## config.mk

```make
export PLATFORM = sky130hd
export DESIGN_NAME = press_duration_meter_seven_segment
export DESIGN_NICKNAME = d
export VERILOG_FILES = /design/src/sv/pdm_pkg.sv /design/src/sv/pdm_div.sv /design/src/sv/pdm_bcd.sv /design/src/sv/press_duration_meter_seven_segment.sv
export SDC_FILE = /design/constraint.sdc
export NUM_CORES = 2
export LEC_CHECK = 0
export BUFFER_PORTS_ARGS = -buffer_cell sky130_fd_sc_hd__buf_2
export CAP_MARGIN = 20
export CORE_ASPECT_RATIO = 1.1
export CORE_MARGIN = 2
export CORE_UTILIZATION = 34
export DETAILED_ROUTE_END_ITERATION = 8
export PLACE_DENSITY = 0.56
export SYNTH_ARGS = -nofsm -noshare
export SYNTH_HDL_FRONTEND = slang
export SYNTH_SLANG_ARGS = --single-unit
export TNS_END_PERCENT = 30
```

## constraint.sdc

```tcl
create_clock -name clk -period 18.7 [get_ports clk]
set_input_delay 3.74 -clock clk [delete_from_list [all_inputs] [get_ports clk]]
set_output_delay 3.74 -clock clk [all_outputs]
set_load 0.05 [all_outputs]
```

## src/sv/pdm_pkg.sv

```systemverilog
// Shared types, constants and a helper function for the press duration meter.
package pdm_pkg;

	// Timer ticks in one millisecond and number of multiplexed digits
	localparam int unsigned TICKS_PER_MS = 16000;
	localparam int unsigned DIGIT_COUNT  = 4;

	localparam int unsigned MS_W    = 19;
	localparam int unsigned TIMER_W = 32;
	localparam int unsigned DIGIT_W = 4;
	localparam int unsigned SEG_W   = 7;
	localparam int unsigned POS_W   = 2;
	localparam int unsigned EN_W    = 4;

	// Press time saturates at the top of the 19-bit range
	localparam logic [MS_W-1:0] PRESS_MAX = '1;

	// Operation codes
	localparam logic OP_EDGE = 1'b0;
	localparam logic OP_SCAN = 1'b1;

	typedef logic [MS_W-1:0]    ms_t;
	typedef logic [TIMER_W-1:0] ticks_t;
	typedef logic [DIGIT_W-1:0] digit_t;
	typedef logic [SEG_W-1:0]   seg_t;
	typedef logic [POS_W-1:0]   pos_t;

	// Per-item control carried down the pipeline
	typedef struct packed {
		logic fall;    // falling edge that ends a press
		logic scan;    // display scan step
		pos_t pos;     // digit driven by a scan step
		logic meas;    // press in progress after this item
	} ctl_t;

	// Seven-segment pattern, bit0=a .. bit6=g
	function automatic seg_t seg_of(input digit_t d);
		seg_t s;
		unique case (d)
			4'd0:    s = 7'h3F;
			4'd1:    s = 7'h06;
			4'd2:    s = 7'h5B;
			4'd3:    s = 7'h4F;
			4'd4:    s = 7'h66;
			4'd5:    s = 7'h6D;
			4'd6:    s = 7'h7D;
			4'd7:    s = 7'h07;
			4'd8:    s = 7'h7F;
			4'd9:    s = 7'h6F;
			default: s = '0;
		endcase
		return s;
	endfunction

endpackage

```

## src/sv/pdm_div.sv

```systemverilog
// Two-stage divider of the elapsed ticks by the ticks-per-ms constant, saturated to 19 bits.
module pdm_div
	import pdm_pkg::*;
(
	input  logic   clk,
	input  logic   en,
	input  ticks_t ticks,
	output ms_t    ms
);

	// Reciprocal with 32 + ceil(log2 D) fraction bits gives an exact floor for 32-bit input
	localparam int unsigned SHIFT = 32 + $clog2(TICKS_PER_MS);
	localparam logic [65:0] RECIP_FULL =
		((66'd1 << SHIFT) + 66'(TICKS_PER_MS) - 66'd1) / 66'(TICKS_PER_MS);
	localparam logic [32:0] RECIP = RECIP_FULL[32:0];

	logic [48:0] prod_hi_s1;
	logic [48:0] prod_lo_s1;
	logic [64:0] prod_sum;
	logic [32:0] quot;

	// Partial products on the two 16-bit halves of the tick count
	always_ff @(posedge clk) begin
		if (en) begin
			prod_hi_s1 <= 49'(ticks[31:16]) * 49'(RECIP);
			prod_lo_s1 <= 49'(ticks[15:0]) * 49'(RECIP);
		end
	end

	// Recombine, shift out the fraction and saturate
	assign prod_sum = {prod_hi_s1, 16'd0} + {16'd0, prod_lo_s1};
	assign quot     = 33'(prod_sum >> SHIFT);

	always_ff @(posedge clk) begin
		if (en) begin
			ms <= (quot > 33'(PRESS_MAX)) ? PRESS_MAX : quot[MS_W-1:0];
		end
	end

endmodule

```

## src/sv/pdm_bcd.sv

```systemverilog
// Three-stage split of the press time into its four low decimal digits.
module pdm_bcd
	import pdm_pkg::*;
(
	input  logic   clk,
	input  logic   en,
	input  ms_t    ms,
	output digit_t digits [4]
);

	// Reciprocals with 32 fraction bits, exact over the value ranges used here
	localparam logic [63:0] M_10000 = ((64'd1 << 32) + 64'd9999) / 64'd10000;
	localparam logic [63:0] M_1000  = ((64'd1 << 32) + 64'd999) / 64'd1000;
	localparam logic [63:0] M_100   = ((64'd1 << 32) + 64'd99) / 64'd100;
	localparam logic [63:0] M_10    = ((64'd1 << 32) + 64'd9) / 64'd10;

	logic [5:0]  thou10_s1;
	ms_t         ms_s1;
	logic [13:0] rem_s2;
	logic [13:0] rem_s3;
	logic [9:0]  a1_s3;
	logic [6:0]  a2_s3;
	logic [3:0]  a3_s3;

	logic [37:0] p10000;
	logic [42:0] p10;
	logic [39:0] p100;
	logic [36:0] p1000;

	// Stage 1: ms / 10000
	assign p10000 = 38'(ms) * 38'(M_10000[18:0]);

	always_ff @(posedge clk) begin
		if (en) begin
			thou10_s1 <= p10000[37:32];
			ms_s1     <= ms;
		end
	end

	// Stage 2: ms mod 10000
	always_ff @(posedge clk) begin
		if (en) begin
			rem_s2 <= 14'(ms_s1 - MS_W'(thou10_s1 * 14'd10000));
		end
	end

	// Stage 3: remainder / 10, / 100, / 1000
	assign p10   = 43'(rem_s2) * 43'(M_10[28:0]);
	assign p100  = 40'(rem_s2) * 40'(M_100[25:0]);
	assign p1000 = 37'(rem_s2) * 37'(M_1000[22:0]);

	always_ff @(posedge clk) begin
		if (en) begin
			rem_s3 <= rem_s2;
			a1_s3  <= p10[41:32];
			a2_s3  <= p100[38:32];
			a3_s3  <= p1000[35:32];
		end
	end

	// Digits from neighboring quotients
	assign digits[0] = DIGIT_W'(rem_s3 - 14'(a1_s3 * 4'd10));
	assign digits[1] = DIGIT_W'(a1_s3 - 10'(a2_s3 * 4'd10));
	assign digits[2] = DIGIT_W'(a2_s3 - 7'(a3_s3 * 4'd10));
	assign digits[3] = a3_s3;

endmodule

```

## src/sv/press_duration_meter_seven_segment.sv

```systemverilog
// Press duration meter: button edge timing, tick-to-ms divide and 4-digit display scan.
//
// Input channel (in_valid / in_stall): one item per transfer. op selects a button
// edge event (button_level, timer_value) or a display scan step.
// Output channel (out_valid / out_stall): one result per input item, in order:
// digit_enable and segments for scan steps (zero for edges), press_ms and measuring
// as they stand after the item.
// Throughput: one item per cycle while no receiver stall holds the pipeline. The item
// flows through an eight-register pipeline (input register, an elapsed-tick stage,
// two divider stages, three decimal-split stages and the output register); the press
// time and its digits are written back at the last decimal-split stage, so later scan
// steps always see the latest measurement.
// Receiver stall: while the output register holds an untaken result and
// out_stall is high, the whole pipeline holds and in_stall is raised in the
// same cycle.
// Reset (arst_n low): pipeline emptied, no press in progress, press time 0,
// scan position on the ones digit.
module press_duration_meter_seven_segment
	import pdm_pkg::*;
(
	input  logic                clk,
	input  logic                arst_n,
	input  logic                in_valid,
	output logic                in_stall,
	input  logic                op,
	input  logic                button_level,
	input  logic [TIMER_W-1:0]  timer_value,
	output logic                out_valid,
	input  logic                out_stall,
	output logic [EN_W-1:0]     digit_enable,
	output logic [SEG_W-1:0]    segments,
	output logic [MS_W-1:0]     press_ms,
	output logic                measuring
);

	logic adv;

	// Input register
	logic   valid_s1;
	logic   op_s1;
	logic   level_s1;
	ticks_t timer_s1;

	// Measurement state
	ticks_t start_q;
	logic   pressed_q;
	pos_t   scan_q;
	ms_t    press_q;
	digit_t digits_q [4];

	// Pipeline control and payload
	logic   valid_s2, valid_s3, valid_s4, valid_s5, valid_s6, valid_s7;
	ctl_t   ctl_s2, ctl_s3, ctl_s4, ctl_s5, ctl_s6, ctl_s7;
	ticks_t ticks_s2;
	ms_t    ms_s4;
	ms_t    ms_s5, ms_s6, ms_s7;
	digit_t new_digits [4];

	// First-stage logic
	ctl_t   ctl_in;
	ticks_t ticks_in;
	pos_t   pos_cur;
	pos_t   pos_next;

	assign adv      = !out_valid || !out_stall;
	assign in_stall = !adv;

	// Input register
	always_ff @(posedge clk or negedge arst_n) begin
		if (!arst_n) begin
			valid_s1 <= 1'b0;
		end else if (adv) begin
			valid_s1 <= in_valid;
		end
	end

	always_ff @(posedge clk) begin
		if (adv) begin
			op_s1    <= op;
			level_s1 <= button_level;
			timer_s1 <= timer_value;
		end
	end

	// Edge decode, elapsed ticks with the one-short wrap form, scan position
	always_comb begin
		pos_cur = (32'(scan_q) >= DIGIT_COUNT) ? '0 : scan_q;
		pos_next = (32'(pos_cur) + 32'd1 >= DIGIT_COUNT) ? '0 : POS_W'(pos_cur + 2'd1);
		if (timer_s1 >= start_q) begin
			ticks_in = timer_s1 - start_q;
		end else begin
			ticks_in = timer_s1 + ~start_q;
		end
		ctl_in.fall = (op_s1 == OP_EDGE) && !level_s1 && pressed_q;
		ctl_in.scan = (op_s1 == OP_SCAN);
		ctl_in.pos  = pos_cur;
		if (op_s1 == OP_EDGE) begin
			ctl_in.meas = level_s1;
		end else begin
			ctl_in.meas = pressed_q;
		end
	end

	always_ff @(posedge clk or negedge arst_n) begin
		if (!arst_n) begin
			start_q   <= '0;
			pressed_q <= 1'b0;
			scan_q    <= '0;
		end else if (adv && valid_s1) begin
			if (op_s1 == OP_SCAN) begin
				scan_q <= pos_next;
			end else if (level_s1) begin
				start_q   <= timer_s1;
				pressed_q <= 1'b1;
			end else begin
				pressed_q <= 1'b0;
			end
		end
	end

	// Valid bits down the pipeline
	always_ff @(posedge clk or negedge arst_n) begin
		if (!arst_n) begin
			valid_s2  <= 1'b0;
			valid_s3  <= 1'b0;
			valid_s4  <= 1'b0;
			valid_s5  <= 1'b0;
			valid_s6  <= 1'b0;
			valid_s7  <= 1'b0;
			out_valid <= 1'b0;
		end else if (adv) begin
			valid_s2  <= valid_s1;
			valid_s3  <= valid_s2;
			valid_s4  <= valid_s3;
			valid_s5  <= valid_s4;
			valid_s6  <= valid_s5;
			valid_s7  <= valid_s6;
			out_valid <= valid_s7;
		end
	end

	// Control and press-time payload alongside the arithmetic units
	always_ff @(posedge clk) begin
		if (adv) begin
			ctl_s2   <= ctl_in;
			ticks_s2 <= ticks_in;
			ctl_s3   <= ctl_s2;
			ctl_s4   <= ctl_s3;
			ctl_s5   <= ctl_s4;
			ctl_s6   <= ctl_s5;
			ctl_s7   <= ctl_s6;
			ms_s5    <= ms_s4;
			ms_s6    <= ms_s5;
			ms_s7    <= ms_s6;
		end
	end

	pdm_div u_div (
		.clk   (clk),
		.en    (adv),
		.ticks (ticks_s2),
		.ms    (ms_s4)
	);

	pdm_bcd u_bcd (
		.clk    (clk),
		.en     (adv),
		.ms     (ms_s4),
		.digits (new_digits)
	);

	// Write back a finished measurement
	always_ff @(posedge clk or negedge arst_n) begin
		if (!arst_n) begin
			press_q <= '0;
			for (int i = 0; i < 4; i++) begin
				digits_q[i] <= '0;
			end
		end else if (adv && valid_s7 && ctl_s7.fall) begin
			press_q <= ms_s7;
			for (int i = 0; i < 4; i++) begin
				digits_q[i] <= new_digits[i];
			end
		end
	end

	// Output register
	always_ff @(posedge clk) begin
		if (adv) begin
			press_ms  <= ctl_s7.fall ? ms_s7 : press_q;
			measuring <= ctl_s7.meas;
			if (ctl_s7.scan) begin
				digit_enable <= EN_W'(1) << ctl_s7.pos;
				segments     <= seg_of(digits_q[ctl_s7.pos]);
			end else begin
				digit_enable <= '0;
				segments     <= '0;
			end
		end
	end

endmodule

```

==> results.py <==
metrics = {
    "placement": {
        "numPortBuffers": 70,
        "place_area_sq_um": 48400,
        "place_hpwl_mm": 82.5,
        "dp_cells": 5984,
        "routabilityCongestion": 0.896,
    },
    "logic_synthesis": {
        "async_reset_ff_frac": 0.202,
        "yosysUniqueCellTypes": 70,
        "synth_area_per_cell_sq_um": 11.0,
        "syn-cell-area_sq_um": 45800,
        "ys_ff_latch": 382,
        "synth_seq_area_share": 0.242,
        "synth_nets": 5662,
        "yosysTopAreaCellShare": 0.258,
        "synth_edf_count": 305,
        "synth_flop_cell": "edfxtp_1",
        "synth_cells": 4150,
        "synthTopCellsByArea": "fa_1 26%, ha_1 24%, edfxtp_1 20%",
        "synth_largest_area_cell": "fa_1",
        "synth_warnings": 0,
    },
    "die": {
        "die_w_microns": 354,
        "fp.coreArea_sq_um": 134000,
        "dieArea_sq_um": 138000,
        "fp.dieH_microns": 389,
        "start_util": 0.342,
        "fp-row-count": 141,
        "ios": 71,
    },
    "clocking": {
        "cts_resized": 0,
        "cts_sinks": 382,
        "post_cts_buffers": 0,
        "tritoncts": "done",
        "path_clk_slew_ns": 0.06,
        "clkLatencyLatePin_ns": 0.61,
        "htree_levels": 2,
        "numCtsBuffers": 44,
        "clock_path_buffers": 3,
        "hold_buffers": 0,
        "clock-root-buffer": "clkbuf_16",
    },
    "sta": {
        "rsz0062_at_grt": "false",
        "setup_violations": 0,
        "final.min_clock_period_ns": 8.32,
        "timing.fmax_ghz": 0.120,
        "fin_setup_tns_ns": 0,
        "finClkSkew_ns": 0.0475,
        "relSlewSlack": 0.264,
        "worst_slew_pin_slew_ns": 1.10,
        "finalCritPeriodShare": 0.445,
        "hold_viol_final": 0,
        "maxSlewViolCount": 0,
    },
    "worst_setup_path": {
        "worst_path_most_repeated_cell": "buf_2",
        "worstPathMaxFanout": 37,
        "required_ns": 14.96,
        "start_kind": "primary input",
        "critPathSlowestCell": "nand2_4",
        "r2r_cells": 24,
        "worstPathCellList": "buf_2 -> nand2_4 -> inv_1 -> buf_2",
        "cp-end-kind": "output port",
        "critical_path_class": "primary input to output port",
        "crit_arrival_ns": 4.58,
        "r2r_end": "u_div.prod_lo_s1[43]$_DFFE_PN_",
        "critical_path.max_stage_delay_ns": 0.34,
        "rrSetupSlack_ns": 11.35,
        "r2r-start": "ticks_s2[5]$_DFFE_PN_",
    },
    "final_layout": {
        "final_core_util": 0.373,
        "final_cell_mix": "1073 x inv_1, 885 x ha_1, 589 x fa_1",
        "diodes": 0,
        "drive_gt1_frac": 0.0584,
        "syn2layout_area_growth_pct": 8.99,
        "final_cells": 6066,
        "final_nets": 5755,
        "final_common_cell": "inv_1",
        "final_cell_area_sq_um": 49900,
    },
    "global_routing": {
        "overflow": 0,
        "antenna_found_initial": 1,
        "grt_max_degree": 168,
        "grt_pass1_vias": 30200,
        "grt_pass1_wl_mm": 161,
        "grt_usage": 0.147,
    },
    "drt": {
        "via_count": 28200,
        "ant_nets": 0,
        "drt_iter0_drc": 1451,
        "route.detailed.drc": 0,
        "routed_wl_mm": 97.8,
        "first_pass_iters": 5,
        "avgViaCountPerCell": 4.64,
        "wl_per_cell_microns": 16.1,
    },
    "hold_path": {
        "holdPathEnd": "ms_s7[11]$_DFFE_PN_",
        "hp-class": "flop to flop",
        "hold_depth": 0,
        "holdCritStartpoint": "ms_s6[11]$_DFFE_PN_",
    },
    "outcome": {
        "status": "completed",
    },
    "flow_run": {
        "maxCapViolCount": 0,
    },
}
cell type report:
cell class                 count  area, sq um
multi-input combinational   2656        30500
inverter                    1073         4030
clock buffer                  60         1240
clock inverter                22          302
tap                         1787         2240
fill                       13200        84000
timing repair buffer          86          485
sequential                   382        11100
worst max-delay path, delay by kind of cell:
kind                   cells  cell delay, ns
and+or+nand+nor            1            0.34
buffers and inverters      3            0.48
registers in the layout, indices dropped and copies added, names as in the netlist, 19 cells and up:
name              flops
u_div.prod_hi_s1     45
ms_s6                19
timer_s1             32
ticks_s2             32
u_bcd.ms_s1          19
press_q              19
ms_s7                19
u_div.ms             19
u_div.prod_lo_s1     29
start_q              32
press_ms             19
Yosys cell counts, drive strengths merged (6+ instances only):
master   count
nand3       29
dfrtp       77
nor2b       29
a211oi      12
a2111oi      6
nand2b      27
nand2      152
or2         14
a31o         6
inv       1073
buf          7
a221oi       6
o21bai      25
o211ai      13
ha         885
o31ai        8
a21oi      141
a31oi       19
nor3b        6
and2        12
xnor2      102
and3        19
nor2        94
fa         589
o21a        20
o21ai       90
nor3        31
mux2        59
and4         9
edfxtp     305
nand4       35
a21o       103
xor2        52
clkbuf      32
cells by family (layout without fill, tap and decap cells):
logic type / Yosys count / in the layout / share of synthesized area
adders and majority gates: 1474 / 1474 / 0.499
buffers and inverters: 1112 / 1241 / 0.0914
AOI/OAI and AO/OA: 492 / 492 / 0.0707
and+or+nand+nor: 469 / 469 / 0.0499
DFF: 382 / 382 / 0.242
xor gates and xnor gates: 154 / 154 / 0.0295
muxes: 67 / 67 / 0.0171
metrics by stage:
| step | setup WS [ns] | hold slack [ns] |
|---|---|---|
| after floorplan | 5.62 | 0.400 |
| after global placement | 10.37 | 0.401 |
| after detailed placement | 10.34 | 0.405 |
| after CTS | 10.33 | 0.388 |
| after global routing | 10.29 | 0.408 |
| final | 10.38 | 0.404 |
worst max path at each step:
| stage | from | depth (start not counted) | to |
|---|---|---|---|
| 4_1_cts | out_stall | 4 | in_stall |
| 3_5_place_dp | out_stall | 4 | in_stall |
| 6_report | out_stall | 4 | in_stall |
| 3_3_place_gp | out_stall | 4 | in_stall |
| 5_1_grt | out_stall | 4 | in_stall |
| 2_1_floorplan | out_stall | 3 | in_stall |
layer usage:
layer	wire [microns]	vias up	part of all wire	global-route usage
met2	48200	425	0.49	0.256
met1	43700	13900	0.45	0.193
met4	2400	0	0.025	0.0344
met3	3590	116	0.037	0.0196
met5	0	-	0	0
li1	-	13700	-	-
Power is not shown: default switching activity piles up to over one toggle a cycle in this logic, so the estimate is an artifact.
